<file path="src/sv/fp32_multiply_truncating_macros.svh">
// Assertion macros for the truncating single-precision multiplier.
// Used by the top level only.
`ifndef FP32_MULTIPLY_TRUNCATING_MACROS_SVH
`define FP32_MULTIPLY_TRUNCATING_MACROS_SVH

// assert that an antecedent implies a consequent in the same cycle
`define FMT_ASSERT_IMP(lbl, clk, rstn, ante, cons) \
  lbl: assert property (@(posedge clk) disable iff (!rstn) (ante) |-> (cons)) \
    else $error("assertion failed");

// assert that an antecedent implies a consequent in the next cycle
`define FMT_ASSERT_NEXT(lbl, clk, rstn, ante, cons) \
  lbl: assert property (@(posedge clk) disable iff (!rstn) (ante) |=> (cons)) \
    else $error("assertion failed");

`endif

</file>
<file path="src/sv/fmt_pkg.sv">
// Shared types and constants for the truncating fp32 multiplier.
// No dependencies.
`timescale 1ns / 1ps
package fmt_pkg;
  localparam logic [7:0] ExpBiasAdj     = 8'd130;
  localparam logic [8:0] UnderflowEdge  = 9'd127;
  localparam logic [8:0] UnderflowLimit = 9'd128;

  // stage 1 -> 2 word: unpacked operands
  typedef struct packed {
    logic        sign;
    logic        zero;
    logic [8:0]  esum;
    logic [23:0] sig_a;
    logic [23:0] sig_b;
  } unp_t;

  // stage 2 -> 3 word: raw product
  typedef struct packed {
    logic        sign;
    logic        zero;
    logic [8:0]  esum;
    logic [47:0] prod;
  } mul_t;

  // stage 3 -> 4 word: shift amounts
  typedef struct packed {
    logic        sign;
    logic        zero;
    logic [8:0]  esum;
    logic [5:0]  lz;
    logic [47:0] prod;
  } lzc_t;
endpackage

</file>
<file path="src/sv/fmt_unpack.sv">
// Stage 1: field split, hidden bits, exponent sum, zero detect.
// Depends on fmt_pkg.
`timescale 1ns / 1ps
module fmt_unpack (
  input  logic                clk_i,
  input  logic [31:0]         operand_a_i,
  input  logic [31:0]         operand_b_i,
  output fmt_pkg::unp_t       unp_q_o
);
  fmt_pkg::unp_t unp_d;
  logic [7:0] ea, eb;
  always_comb begin
    ea = operand_a_i[30:23];
    eb = operand_b_i[30:23];
    unp_d.sign  = operand_a_i[31] ^ operand_b_i[31];
    unp_d.zero  = (operand_a_i[30:0] == 31'd0) || (operand_b_i[30:0] == 31'd0);
    unp_d.esum  = {1'b0, (ea == 8'd0) ? 8'd1 : ea} + {1'b0, (eb == 8'd0) ? 8'd1 : eb};
    unp_d.sig_a = {ea != 8'd0, operand_a_i[22:0]};
    unp_d.sig_b = {eb != 8'd0, operand_b_i[22:0]};
  end
  always_ff @(posedge clk_i) begin
    unp_q_o <= unp_d;
  end
endmodule

</file>
<file path="src/sv/fmt_mul.sv">
// Stages 2 and 3: 24x24 significand multiply, then leading-zero count.
// Depends on fmt_pkg.
`timescale 1ns / 1ps
module fmt_mul (
  input  logic          clk_i,
  input  fmt_pkg::unp_t unp_i,
  output fmt_pkg::lzc_t lzc_q_o
);
  fmt_pkg::mul_t mul_d, mul_q;
  fmt_pkg::lzc_t lzc_d;
  always_comb begin
    mul_d.sign = unp_i.sign;
    mul_d.zero = unp_i.zero;
    mul_d.esum = unp_i.esum;
    mul_d.prod = unp_i.sig_a * unp_i.sig_b;
  end
  always_ff @(posedge clk_i) begin
    mul_q <= mul_d;
  end
  // priority encoder; 48 is all zero
  always_comb begin
    lzc_d.sign = mul_q.sign;
    lzc_d.zero = mul_q.zero;
    lzc_d.esum = mul_q.esum;
    lzc_d.prod = mul_q.prod;
    lzc_d.lz   = 6'd48;
    for (int i = 0; i < 48; i++) begin
      if (mul_q.prod[i]) lzc_d.lz = 6'(47 - i);
    end
  end
  always_ff @(posedge clk_i) begin
    lzc_q_o <= lzc_d;
  end
endmodule

</file>
<file path="src/sv/fmt_pack.sv">
// Stage 4: normalise or denormalise, truncate, assemble result word.
// Depends on fmt_pkg.
`timescale 1ns / 1ps
module fmt_pack (
  input  logic          clk_i,
  input  fmt_pkg::lzc_t lzc_i,
  output logic [31:0]   product_q_o
);
  logic [47:0] normed, shifted;
  logic [8:0]  rsh;
  logic [7:0]  exp_n, exp_o;
  logic [22:0] frac_o;
  logic        under;
  logic [31:0] product_d;
  always_comb begin
    normed  = lzc_i.prod << lzc_i.lz;
    rsh     = (lzc_i.esum >= fmt_pkg::UnderflowEdge) ? 9'd0 :
              fmt_pkg::UnderflowEdge - lzc_i.esum;
    shifted = (rsh < 9'd48) ? (lzc_i.prod >> rsh) : 48'd0;
    exp_n   = lzc_i.esum[7:0] + fmt_pkg::ExpBiasAdj - {2'b00, lzc_i.lz};
    under   = lzc_i.esum < fmt_pkg::UnderflowLimit;
    // sum on the edge with a carried product just reaches the smallest normal
    if (lzc_i.esum == fmt_pkg::UnderflowEdge && lzc_i.prod[47]) exp_o = 8'd1;
    else if (under) exp_o = 8'd0;
    else exp_o = exp_n;
    frac_o = under ? shifted[46:24] : normed[46:24];
    product_d = lzc_i.zero ? {lzc_i.sign, 31'd0} : {lzc_i.sign, exp_o, frac_o};
  end
  always_ff @(posedge clk_i) begin
    product_q_o <= product_d;
  end
endmodule

</file>
<file path="src/sv/fp32_multiply_truncating.sv">
// Top level: four-stage truncating fp32 multiplier.
// Depends on fmt_pkg, fmt_unpack, fmt_mul, fmt_pack and the macros header.
//
//  channel | ports                           | handshake
//  input   | operand_a_i, operand_b_i        | start_i && !busy_o
//  result  | product_o                       | done_o strobe, one cycle
//
// done_o follows start_i through the valid shift register; one word accepted every cycle.
// busy_o is tied low: the pipeline never stalls and the receiver cannot.
// Reset clears only the valid bits; data registers are not reset.
`timescale 1ns / 1ps
`include "fp32_multiply_truncating_macros.svh"
module fp32_multiply_truncating (
  input  logic        clk_i,
  input  logic        rst_ni,
  input  logic        start_i,
  output logic        busy_o,
  input  logic [31:0] operand_a_i,
  input  logic [31:0] operand_b_i,
  output logic        done_o,
  output logic [31:0] product_o
);
  fmt_pkg::unp_t unp_q;
  fmt_pkg::lzc_t lzc_q;
  logic [3:0] vld_q, vld_d;

  assign busy_o = 1'b0;
  assign vld_d  = {vld_q[2:0], start_i};

  always_ff @(posedge clk_i or negedge rst_ni) begin
    if (!rst_ni) begin
      vld_q <= 4'd0;
    end else begin
      vld_q <= vld_d;
    end
  end

  fmt_unpack u_unpack (.clk_i, .operand_a_i, .operand_b_i, .unp_q_o(unp_q));
  fmt_mul    u_mul    (.clk_i, .unp_i(unp_q), .lzc_q_o(lzc_q));
  fmt_pack   u_pack   (.clk_i, .lzc_i(lzc_q), .product_q_o(product_o));

  assign done_o = vld_q[3];

  `FMT_ASSERT_NEXT(a_vld_flow, clk_i, rst_ni, vld_q[2], done_o)
  `FMT_ASSERT_IMP(a_zero_sig, clk_i, rst_ni, vld_q[2] && lzc_q.zero, 1'b1)
  `FMT_ASSERT_NEXT(a_zero_out, clk_i, rst_ni, vld_q[2] && lzc_q.zero, product_o[30:0] == 31'd0)
endmodule

</file>
<file path="config.mk">
export PLATFORM = sky130hd
export DESIGN_NAME = fp32_multiply_truncating
export DESIGN_NICKNAME = d
export VERILOG_FILES = /design/src/sv/fmt_pkg.sv /design/src/sv/fmt_unpack.sv /design/src/sv/fmt_mul.sv /design/src/sv/fmt_pack.sv /design/src/sv/fp32_multiply_truncating.sv
export VERILOG_INCLUDE_DIRS = /design/src /design/src/sv
export SDC_FILE = /design/constraint.sdc
export NUM_CORES = 2
export LEC_CHECK = 0
export ABC_AREA = 1
export ABC_CLOCK_PERIOD_IN_PS = 11700
export BUFFER_PORTS_ARGS = -buffer_cell sky130_fd_sc_hd__buf_2
export CORE_UTILIZATION = 49
export DETAILED_ROUTE_END_ITERATION = 8
export PLACE_DENSITY = 0.76
export SYNTH_ARGS = -nofsm -noshare
export SYNTH_HDL_FRONTEND = slang
export SYNTH_SLANG_ARGS = --single-unit
</file>
<file path="constraint.sdc">
create_clock -name clk_i -period 11.7 [get_ports clk_i]
set_input_delay 0.585 -clock clk_i [delete_from_list [all_inputs] [get_ports clk_i]]
set_output_delay 0.585 -clock clk_i [all_outputs]
set_load 0.02 [all_outputs]
</file>
# ---- Word-level counts from Yosys, hierarchy flattened
# Cells that the tools add are included.
dict set report classes {
  addsub 4
  mul 1
  n_lt_le_gt_ge 3
  n_eq_ne 1
  n_shift 2
  muxes 54
  bitwise_logic 1
  reduce_logical 14
}
# operator n
set op_table {}
lappend op_table {{5-bit two-way mux} 32}
lappend op_table {{31-bit logical NOT} 2}
lappend op_table {{24-bit by 24-bit multiplier with 48-bit output} 1}
lappend op_table {{48-bit by 6-bit left shift with 47-bit output} 1}
lappend op_table {{48-bit by 9-bit >> shifter with 47-bit output} 1}
lappend op_table {{47-bit two-way mux} 1}
lappend op_table {{4-bit two-way mux} 8}
lappend op_table {{8-bit two-way mux} 4}
lappend op_table {{32-bit OR reduction} 1}
lappend op_table {{23-bit two-way mux} 1}
lappend op_table {{8-bit logical NOT} 2}
lappend op_table {{8-bit nonzero test} 2}
lappend op_table {{16-bit OR reduction} 1}
lappend op_table {{3-bit two-way mux} 4}
lappend op_table {{8-bit by 8-bit adder with 9-bit output} 1}
lappend op_table {{9-bit by 7-bit == test with 1-bit output, second input constant} 1}
lappend op_table {{9-bit by 7-bit >= comparator with 1-bit output, second input constant} 1}
lappend op_table {{9-bit by 6-bit < comparator with 1-bit output, second input constant} 1}
lappend op_table {{9-bit by 8-bit < comparator with 1-bit output, second input constant} 1}
lappend op_table {{9-bit two-way mux} 1}
lappend op_table {{7-bit by 9-bit subtractor with 9-bit output, first input constant} 1}
lappend op_table {{8-bit adder, second input constant} 1}
lappend op_table {{8-bit OR reduction} 1}
lappend op_table {{8-bit by 6-bit subtractor with 8-bit output} 1}
lappend op_table {{other kinds (8)} 9}
dict set report totals {
  reg_bits 219
  in_bits 67
  out_inout_bits 34
  wordCells 103
}

# ---- Logic depth before layout (Yosys ltp)
dict set report logic_depth {
  word_depth 47
  depth_mapped 47
  depth_no_buf 47
}

# ---- Cells and area by module
# Synthesis repeated with hierarchy kept, for this count alone.
dict set report unflattened {
  hier_cells 3725
  area_unflattened_um2 28656.2
}
# mod n_inst cells_each area_per_inst_um2 seq_area_each_um2
set modules_own_cells {}
lappend modules_own_cells {fmt_mul 1 2572 21712.1 2482.4}
lappend modules_own_cells {fmt_pack 1 917 4875.9 640.6}
lappend modules_own_cells {fmt_unpack 1 230 1956.9 1181.1}
lappend modules_own_cells {fp32_multiply_truncating 1 6 111.4 100.1}

# ---- Worst setup path after synthesis
# OpenSTA, ideal clock, no wires.
dict set report synth_path {
  path_kind {register to register}
  start {reg u_unpack.unp_q_o[35] (netlist bit)}
  end {reg u_mul.mul_q (netlist bit u_mul.lzc_d[46])}
  setup_ns 0.127
  arrival_ns 6.492
  required_ns 11.573
  slack_ns 5.082
  path_stages_with_launch 34
  n_path_buf 1
  synth_period_minus_slack_ns 6.618
  path_cell_list {dfxtp_1 clkbuf_1 nand2_1 fa_1 inv_1 fa_1 fa_1 fa_1 fa_1 fa_1 fa_1 ha_1 nand2_1 o21ai_0 a21oi_2 o21ai_2 nand3_2 nand2_2 inv_2 o21ai_2 nand3_2 nand2_2 nand3_2 nand2_2 nand3_2 nand2_2 nand3_2 nand2_2 nand4_1 o211ai_2 nand3_1 nand2_1 a41oi_1 xor2_1}
}
# item line_no
set synth_lines {}
lappend synth_lines {{start: declaration} fmt_unpack.sv:8} ;# output fmt_pkg::unp_t unp_q_o
lappend synth_lines {{start signal: assignment} fmt_unpack.sv:22} ;# unp_q_o <= unp_d;
lappend synth_lines {{end signal: assignment} fmt_mul.sv:18} ;# mul_q <= mul_d;
lappend synth_lines {{end: declaration} fmt_mul.sv:9} ;# fmt_pkg::mul_t mul_d, mul_q;

==> summary.txt <==
TritonCTS clock tree = built
Most used cell along the critical path = nand2_1
Endpoints failing hold = 0
Layout cells sized above 1 = 0.06113
Maximum clock path buffer count = 3
Hold Crit Class = in -> reg
Primary FF master, synth = dfxtp_1
Root Buffer = clkbuf_16
CP endpoint kind = flop
NumNets Final = 4330
Status = completed
Gr ovfl total = 0
Worst Hold Launch = operand_a_i[8]
Tcrit/Tclk final = 0.6604
Most common cell after layout, fill and taps aside = nand2_1
Synthesis-to-layout area growth = 6.906%
Min-Delay Path Depth = 1
Reg2reg start = u_unpack.unp_q_o[6]
WP buf/inv = 5
Hold Path Sink = u_unpack.unp_q_o[32]
Final Max Tran Viols = 0
Post-synthesis cell count = 3585
Most frequent cells in the layout = 993 x nand2_1, 857 x inv_1, 484 x fa_1
Vias in the first global route = 23050
CTS Buf Count = 26
Rel. slew slack = 0.2038
Post-synth cell types = 51
RSZ-0062 raised after global routing = false
Asr flop ratio synth = 0.01826
Initial Utilization = 0.4951
First-pass GRT wire length = 116.9 mm
Initial antenna violation count = 1
Final min period = 7.727 ns
Mapped Area = 27920 sq um
FP Rows = 87
Top cells by area, synth = fa_1 35%, dfxtp_1 15%, nand2_1 13%, inv_1 12%, ha_1 8.8%
DRC Markers = 0
CP Class = reg -> reg
DRT Wirelength = 71.10 mm
PortBufs = 99
Resized Gates After CTS = 0
Post-CTS Setup Repair Bufs = 0
Flip-flop and latch area = 4404 sq um
Cells on worst reg2reg path = 37
Syn Area/Cell = 7.787 sq um
YS warnings = 0
Setup TNS = 0 ns
Skew-Pair Late Insertion Delay = 0.57 ns
Setup slack, reg-to-reg = 3.97 ns
Clock Skew = 0.01685 ns
Final Setup Violations = 0
Top cell family by delay on the critical path = adder cells
Max Fclk = 129.4 MHz
Slew @ Worst Pin = 1.193 ns
RR Endpoint = u_mul.lzc_d[41]
Area leader, netlist = fa_1
Detail Route Antenna Nets = 0
# diodes = 0
GRT Util Overall = 0.2579
CTS Sinks = 219
Post-DR wirelength/cell = 16.33 microns
Vias/cell = 5.183
Flops & latches, synth = 219
Iter 0 DRT Violations = 2008
Final RePlAce weighted congestion = 0.9413
Critical path arrival = 8.22 ns
Die area = 57930 sq um
Die H = 240.7 microns
Reg clk slew, reported paths = 0.07 ns
Crit-path max FO = 24
Vias = 22570
Post-synth EDFFs = 0
Multi-input combinational cell area = 19630 sq um
Fillers = 5298
Pre-antenna DRT Iters = 6
CP max stage delay = 1.11 ns
CP required = 12.19 ns
H-tree depth reported by CTS = 1
Mapped Nets = 4332
MaxCap Viol Count = 0
Hpwl dp = 54.89 mm
Startpoint Class = flop
Core Area = 56390 sq um
Largest net degree at the start of global routing = 53
# IOs = 101
Worst path slowest cell = dfxtp_1
Post-synthesis sequential area ratio = 0.1578
Synth top area share = 0.3471
Chip Width = 240.7 microns
## worst max path at each step
| stage | start | depth (start not counted) | end |
|---|---|---|---|
| 2_1_floorplan | u_unpack.unp_q_o[35] | 33 | u_mul.lzc_d[46] |
| 3_3_place_gp | u_unpack.unp_q_o[3] | 32 | u_mul.lzc_d[46] |
| 3_5_place_dp | u_unpack.unp_q_o[6] | 32 | u_mul.lzc_d[46] |
| 4_1_cts | u_unpack.unp_q_o[6] | 37 | u_mul.lzc_d[41] |
| 5_1_grt | u_unpack.unp_q_o[3] | 37 | u_mul.lzc_d[41] |
| 6_report | u_unpack.unp_q_o[6] | 37 | u_mul.lzc_d[41] |
## stage by stage
stage / hold slack, ns / area [sq um] / utilization / worst slack, ns / cells
global route: 0.1001 / 29850 / 0.5293 / 3.458 / 4355
CTS: 0.08861 / 29850 / 0.5293 / 4.026 / 4355
global placement: 0.3099 / 29040 / 0.5150 / 4.281 / 4310
finish: 0.1209 / 29850 / 0.5293 / 3.973 / 4355
floorplan: 0.2894 / 27920 / - / 5.082 / 3585
detailed placement: 0.3121 / 29040 / 0.5150 / 4.077 / 4310
## repair_timing
item,in CTS,in global routing
setup endpoints to repair,0,0
hold buffers,1,0
hold endpoints to repair,4,0
## cell usage after synthesis (3+ instances only)
cell,instances
nand2_1,993
inv_1,857
fa_1,484
dfxtp_1,215
ha_1,196
o21ai_0,170
clkbuf_1,166
a21oi_1,110
nor2_1,104
nand3_1,76
xor2_1,40
nor4_1,18
o211ai_1,14
xnor2_1,14
a31oi_1,13
nor3_1,10
mux2i_1,9
buf_1,8
nand2_2,8
a21oi_2,6
a221o_1,6
nand3_2,6
nand4_1,5
o21ai_2,5
o311ai_0,5
dfrtp_1,4
o21bai_1,4
o221ai_1,4
a32oi_1,3
o22ai_1,3
o31ai_1,3
## cell families (layout without fill, tap and decap cells)
logic type               Yosys count  count (layout)  share of synthesized area
flip-flops                       219             219                     0.1578
buffers and inverters           1036            1050                     0.1394
multiplexers                       9               9                   0.003227
AO/OA/AOI/OAI                    361             361                    0.07435
AND/OR/NAND/NOR                 1225            1225                     0.1733
other                              1               1                  0.0001343
adder cells (fa/ha/maj)          680             680                     0.4349
XOR/XNOR                          54              54                    0.01694
## worst register-to-register path: cells and delay by family (launching register included)
kind | cells | cell delay (ns)
fa+ha+maj | 8 | 3.56
simple gates | 18 | 1.92
flops | 1 | 1.11
compound gates | 5 | 0.66
buf+inv | 5 | 0.25
xor+xnor | 1 | 0.16
## area by class of cell
| type | instances | share of cell area |
|---|---|---|
| clock inverter | 13 | 0.003563 |
| tap | 756 | 0.03169 |
| inverter | 861 | 0.1083 |
| multi-input combinational | 2330 | 0.6575 |
| clock buffer | 31 | 0.02310 |
| timing repair buffer | 145 | 0.02826 |
| sequential | 219 | 0.1476 |
## state kept, by name (all words and copies together), names as in the netlist
register,count
u_unpack.unp_q_o,59
vld_q,4
u_mul.lzc_q_o,65
u_pack.product_q_o,32
u_mul.lzc_d,59
## layer usage
metal / vias up / share of wire / global-route usage
li1: 10560 / - / -
met1: 10820 / 0.41 / 0.3339
met2: 976 / 0.46 / 0.4251
met3: 215 / 0.087 / 0.04621
met4: 2 / 0.043 / 0.1077
met5: - / 0.00018 / 0
Power is not shown: default switching activity piles up to over one toggle a cycle in this logic, so the estimate is an artifact.
